<file path="src/design/pfdc_pkg.sv">
// ----------------------------------------------------------------------------
// pfdc_pkg
// Shared constants, codes and controller/datapath interface types for the
// filtered-derivative PID core.
// ----------------------------------------------------------------------------
package pfdc_pkg;

  // Default value format: signed Q12.12.
  localparam int VALUE_WIDTH_DEF   = 24;
  localparam int FRACTION_BITS_DEF = 12;

  // Fixed field and state widths.
  localparam int CMD_W     = 2;
  localparam int DT_W      = 16;
  localparam int ACC_W     = 32;
  localparam int CFG_IDX_W = 3;

  // Divider geometry: signed numerator, denominator tau + dt, quotient bits
  // kept before the result is known to saturate the filter state.
  localparam int NUM_W  = 52;
  localparam int DEN_W  = DT_W + 1;
  localparam int QCAP_W = NUM_W - 1 - DEN_W;

  // Wide work width for saturation compares.
  localparam int WIDE_W = 72;

  // Reset values.
  localparam logic [DT_W-1:0] TAU_RESET         = 16'd174;
  localparam int              LIMIT_RESET_UNITS = 200;

  // Integral increment magnitude bound, as a power of two.
  localparam int INC_LIMIT_LOG2 = 40;
  localparam int T_W            = INC_LIMIT_LOG2 + 2;

  // Command codes.
  localparam logic [CMD_W-1:0] CMD_POSITION = 2'd0;
  localparam logic [CMD_W-1:0] CMD_RATE     = 2'd1;
  localparam logic [CMD_W-1:0] CMD_CLEAR    = 2'd2;

  // Register indexes.
  localparam logic [CFG_IDX_W-1:0] REG_GAIN_P      = 3'd0;
  localparam logic [CFG_IDX_W-1:0] REG_GAIN_I      = 3'd1;
  localparam logic [CFG_IDX_W-1:0] REG_GAIN_D      = 3'd2;
  localparam logic [CFG_IDX_W-1:0] REG_DRIVE_LIMIT = 3'd3;
  localparam logic [CFG_IDX_W-1:0] REG_FILTER_TAU  = 3'd4;

  // Step commands from the controller to the datapath.
  typedef struct packed {
    logic load_in;
    logic clear;
    logic mul1;
    logic mul2;
    logic mul3;
    logic integ;
    logic div_step;
    logic fr_upd;
    logic d_mul;
    logic d_rnd;
    logic sum;
    logic fin;
    logic load_out;
  } ctl_cmd_t;

  // Status from the datapath to the controller.
  typedef struct packed {
    logic clear_req;
    logic d_en;
  } ctl_sts_t;

endpackage

</file>
<file path="src/design/pfdc_ctrl.sv">
// ----------------------------------------------------------------------------
// pfdc_ctrl
// Sequencer for one PID update: steps the datapath, runs the divider count
// and owns the input and output handshakes.
// ----------------------------------------------------------------------------
module pfdc_ctrl (
  input  logic                clk,
  input  logic                rst_n,
  input  logic                in_valid,
  output logic                in_stall,
  output logic                out_valid,
  input  logic                out_stall,
  input  pfdc_pkg::ctl_sts_t  sts,
  output pfdc_pkg::ctl_cmd_t  cmd
);
  import pfdc_pkg::*;

  localparam int CNT_W = $clog2(QCAP_W);

  typedef enum logic [12:0] {
    ST_IDLE  = 13'b0000000000001,
    ST_CLR   = 13'b0000000000010,
    ST_MUL1  = 13'b0000000000100,
    ST_MUL2  = 13'b0000000001000,
    ST_MUL3  = 13'b0000000010000,
    ST_INTEG = 13'b0000000100000,
    ST_DIV   = 13'b0000001000000,
    ST_FRUPD = 13'b0000010000000,
    ST_DMUL  = 13'b0000100000000,
    ST_DRND  = 13'b0001000000000,
    ST_SUM   = 13'b0010000000000,
    ST_FIN   = 13'b0100000000000,
    ST_OUT   = 13'b1000000000000
  } state_t;

  state_t           state_r, state_nxt;
  logic [CNT_W-1:0] cnt_r, cnt_nxt;
  logic             out_valid_r, out_valid_nxt;

  // Next state and step commands.
  always_comb begin
    state_nxt = state_r;
    cnt_nxt   = cnt_r;
    cmd       = '0;
    unique case (state_r)
      ST_IDLE: begin
        if (in_valid) begin
          cmd.load_in = 1'b1;
          state_nxt   = sts.clear_req ? ST_CLR : ST_MUL1;
        end
      end
      ST_CLR: begin
        cmd.clear = 1'b1;
        state_nxt = ST_OUT;
      end
      ST_MUL1: begin
        cmd.mul1  = 1'b1;
        state_nxt = ST_MUL2;
      end
      ST_MUL2: begin
        cmd.mul2  = 1'b1;
        state_nxt = ST_MUL3;
      end
      ST_MUL3: begin
        cmd.mul3  = 1'b1;
        state_nxt = ST_INTEG;
      end
      ST_INTEG: begin
        cmd.integ = 1'b1;
        cnt_nxt   = CNT_W'(QCAP_W - 1);
        state_nxt = sts.d_en ? ST_DIV : ST_SUM;
      end
      ST_DIV: begin
        cmd.div_step = 1'b1;
        if (cnt_r == '0) begin
          state_nxt = ST_FRUPD;
        end else begin
          cnt_nxt = cnt_r - 1'b1;
        end
      end
      ST_FRUPD: begin
        cmd.fr_upd = 1'b1;
        state_nxt  = ST_DMUL;
      end
      ST_DMUL: begin
        cmd.d_mul = 1'b1;
        state_nxt = ST_DRND;
      end
      ST_DRND: begin
        cmd.d_rnd = 1'b1;
        state_nxt = ST_SUM;
      end
      ST_SUM: begin
        cmd.sum   = 1'b1;
        state_nxt = ST_FIN;
      end
      ST_FIN: begin
        cmd.fin   = 1'b1;
        state_nxt = ST_OUT;
      end
      ST_OUT: begin
        if (!out_valid_r || !out_stall) begin
          cmd.load_out = 1'b1;
          state_nxt    = ST_IDLE;
        end
      end
      default: state_nxt = ST_IDLE;
    endcase
  end

  // Output beat valid: set on load, dropped once taken.
  always_comb begin
    if (cmd.load_out) begin
      out_valid_nxt = 1'b1;
    end else if (!out_stall) begin
      out_valid_nxt = 1'b0;
    end else begin
      out_valid_nxt = out_valid_r;
    end
  end

  always_ff @(posedge clk) begin
    if (!rst_n) begin
      state_r     <= ST_IDLE;
      cnt_r       <= '0;
      out_valid_r <= 1'b0;
    end else begin
      state_r     <= state_nxt;
      cnt_r       <= cnt_nxt;
      out_valid_r <= out_valid_nxt;
    end
  end

  assign in_stall  = (state_r != ST_IDLE);
  assign out_valid = out_valid_r;

endmodule

</file>
<file path="config.mk">
export PLATFORM = sky130hd
export DESIGN_NAME = pfdc_ctrl
export DESIGN_NICKNAME = d
export VERILOG_FILES = /design/src/design/pfdc_pkg.sv /design/src/design/pfdc_ctrl.sv
export SDC_FILE = /design/constraint.sdc
export NUM_CORES = 1
export LEC_CHECK = 0
export BUFFER_PORTS_ARGS = -buffer_cell sky130_fd_sc_hd__buf_2
export CORE_ASPECT_RATIO = 0.6
export CORE_MARGIN = 4
export CORE_UTILIZATION = 55
export DETAILED_ROUTE_END_ITERATION = 8
export GPL_ROUTABILITY_DRIVEN = 0
export GPL_TIMING_DRIVEN = 1
export PLACE_DENSITY = 0.86
export SETUP_SLACK_MARGIN = 0.2
export SYNTH_ARGS = -nofsm -noshare
export SYNTH_HDL_FRONTEND = slang
export SYNTH_SLANG_ARGS = --single-unit
</file>
<file path="constraint.sdc">
create_clock -name clk -period 2.36 [get_ports clk]
set_input_delay 0.472 -clock clk [delete_from_list [all_inputs] [get_ports clk]]
set_output_delay 0.472 -clock clk [all_outputs]
set_load 0.03 [all_outputs]
</file>
==> key figures <==
STA
  – Tightest Pin Transition: 0.649 ns
  – Unrepaired setup endpoints after global routing: yes
  – Slew Limit Headroom: 56.1%
  – Slew Limit Fails: 0
  – Min Tclk post-route: 2.32 ns
  – Period utilization: 98.4%
  – Clock skew: 0.00169 ns
  – Max Fclk: 430 MHz
  – Setup TNS: 0 ns
  – Hold WS: 0.384 ns
  – Endpoints failing setup: 0
  – Hold Fails Final Rpt: 0

Synthesis
  – Synth cell types: 48
  – Ranking of synthesized cells by area: dfxtp_1, nor4b_2, nor4_4
  – Top FF cell, synth: dfxtp_1
  – Post-synthesis net count: 154
  – FFs w/ async S/R, synth: 0%
  – Synthesized cell area: 0.00134 sq mm
  – Synth top area share: 30.0%
  – Synthesized flop and latch total: 20
  – Syn Inst Count: 147
  – Syn avg cell area: 9.09 sq um
  – Seq/Total Area, Yosys: 30.0%
  – EDFF count, synth: 0
  – Leading area contributor after synthesis: dfxtp_1
  – Synth Warn #: 0

Job
  – Max cap viols: 0

Cells and area
  – Share of layout cells above drive strength 1: 47.5%
  – P&R area growth vs syn: 34.6%
  – Register area: 425 sq um
  – Post-route design area: 0.00180 sq mm
  – FILL cells: 134
  – Diode count: 0
  – Multi-input logic area: 918 sq um
  – Total Nets Final: 192

Setup path
  – Req. time, crit path: 1.89 ns
  – WP data arrival: 1.85 ns
  – Setup crit end kind: output port
  – Worst path cell trace: buf_4 > nor4b_1 > nand4_1 > buf_2
  – Critical path buffers and inverters: 2
  – CP max-delay cell: nor4b_1
  – Number of cells on the critical path: 4
  – Max stage delay on crit path: 0.54 ns
  – CP Launch Type: flop
  – Reg2reg setup slack: 0.38 ns
  – Reg2reg path depth: 5
  – Critical Path Fanout Max: 6
  – Setup Crit Path Kind: reg -> out
  – Family with the most delay on the worst path: simple AND/OR/NAND/NOR gates

Route
  – Number of vias per cell: 6.83
  – # DRC: 0
  – First DRT Iteration DRCs: 120
  – Wire length per cell: 20.5 um
  – DRT Pass-1 Iters: 5
  – Post-Route WL: 4.38 mm
  – Vias: 1454
  – Post-route ant nets: 0

Global routing
  – Met3 usage: 10.0%
  – Layer with the highest usage: met2
  – First-pass GRT wire length: 7.06 mm
  – Vias in the first global route: 1386
  – GR Util met1: 34.2%
  – Initial antenna violation count: 0
  – Remaining global-route overflow: 0
  – Largest net degree at the start of global routing: 12
  – Met2 Track Usage GR: 46.7%
  – Gr usage total: 27.8%

Worst hold path
  – Worst Hold Class: in -> reg
  – Hold Path Depth: 2

CTS
  – Reg clk slew, reported paths: 0.07 ns
  – Longest Clk Path Bufs: 2
  – Clk sink count: 20
  – CTS tree: done
  – H-tree depth: 1
  – Worst-Skew Late Latency: 0.26 ns
  – Root buf cell: clkbuf_8
  – Cts bufs inserted: 3

Placement
  – Buffers on Ports: 20
  – Post-DP HPWL: 2.62 mm
  – Post-DP Area: 0.00149 sq mm

Floorplan
  – # rows: 13
  – CORE AREA: 0.00224 sq mm
  – Top Ports: 21
  – Die height: 46.2 um
  – Initial Utilization: 59.5%
  – Die area: 0.00331 sq mm
  – Horiz. Die Dim: 71.6 um

Pwr
  – Final Power: 0.718 mW
  – Leakage: 0.719 nW
  – Worst vdd ir: 0.000316 V
  – Power per cell area: 400 mW/mm^2

Run status
  – Status: finished clean
## layout make-up
class | instances | area share (%)
clock buffer | 3 | 2.30
sequential | 20 | 23.7
multi-input combinational | 106 | 51.1
timing repair buffer | 45 | 19.0
tap | 30 | 2.09
inverter | 9 | 1.88
## synthesized netlist by cell type (2+ instances only)
master and n:
or4_1 2, nor3b_1 4, nand2_1 4, nor2_1 10, clkbuf_1 6, nor4_2 3
nor4b_2 6, nor4b_1 4, inv_1 9, o21ai_0 6, or4_4 3, dfxtp_1 20
nor3_1 6, nor4_4 2, or3_1 4, and4_1 4, nand4_1 4, buf_6 2
xor2_1 3, nor3_2 2, buf_2 3, and2_1 3, nand4b_1 2, and3_1 4
a21oi_1 8
## registers in the layout, summed over array words and instances, names as in the netlist
signal / flops
cnt_r: 6
out_valid: 1
state_r: 13
## power breakdown
group	switching [mW]	leakage, nW	internal (mW)
sequential	0.0118	0.167	0.339
combinational	0.0801	0.530	0.0626
clock	0.111	0.0216	0.114
## final timing paths
kind	from	endpoint
worst min register to register	cnt_r[4]	cnt_r[4]
worst min-delay path	sts[1]	state_r[2]
worst max-delay path	state_r[0]	in_stall
worst max register to register	state_r[0]	state_r[7]
## per-stage QoR
| stage | utilization (%) | cells | worst slack (ns) |
|---|---|---|---|
| after floorplan | - | 147 | 0.187 |
| after global placement | 66.3 | 192 | 0.271 |
| after detailed placement | 66.3 | 192 | 0.224 |
| after CTS | 77.1 | 207 | 0.0917 |
| after global routing | 80.1 | 213 | 0.00314 |
| final | 80.1 | 213 | 0.0368 |
## cell families after synthesis
kind of cell / Yosys count / synth area share (%)
XOR/XNOR: 3 / 1.97
AO/OA/AOI/OAI: 26 / 13.5
AND/OR/NAND/NOR: 76 / 46.1
adder cells (fa/ha/maj): 1 / 0.936
buffers and inverters: 21 / 7.58
flip-flops: 20 / 30.0
## cells in the final DEF, fill, tap and decap left out, drive strengths merged, types with 2 or more instances in the layout
cell and n:
nor4 6, nor4b 10, nor3b 4, nor2 10, clkbuf 3, nand4 5
and4 4, xor2 3, buf 45, nand4b 2, a21oi 8, or3 4
and2 3, inv 9, nand2 4, o21ai 6, nor3 8, dfxtp 20
and3 4, or4 5
## layer usage
| metal | wire [um] | share of wire, % |
|---|---|---|
| met5 | 0 | 0 |
| met4 | 182 | 4.2 |
| met3 | 504 | 12 |
| met2 | 1980 | 45 |
| met1 | 1710 | 39 |
## repair_timing
| item | CTS | global route |
|---|---|---|
| resized for setup | 38 | 6 |
| pin swaps | 13 | 5 |
| gates cloned | 0 | 0 |
| buffers inserted | 12 | 6 |
| endpoints found under the setup margin | 12 | 13 |
| hold buffers | 0 | 0 |
Note: power is estimated with default switching activity, not from simulation.
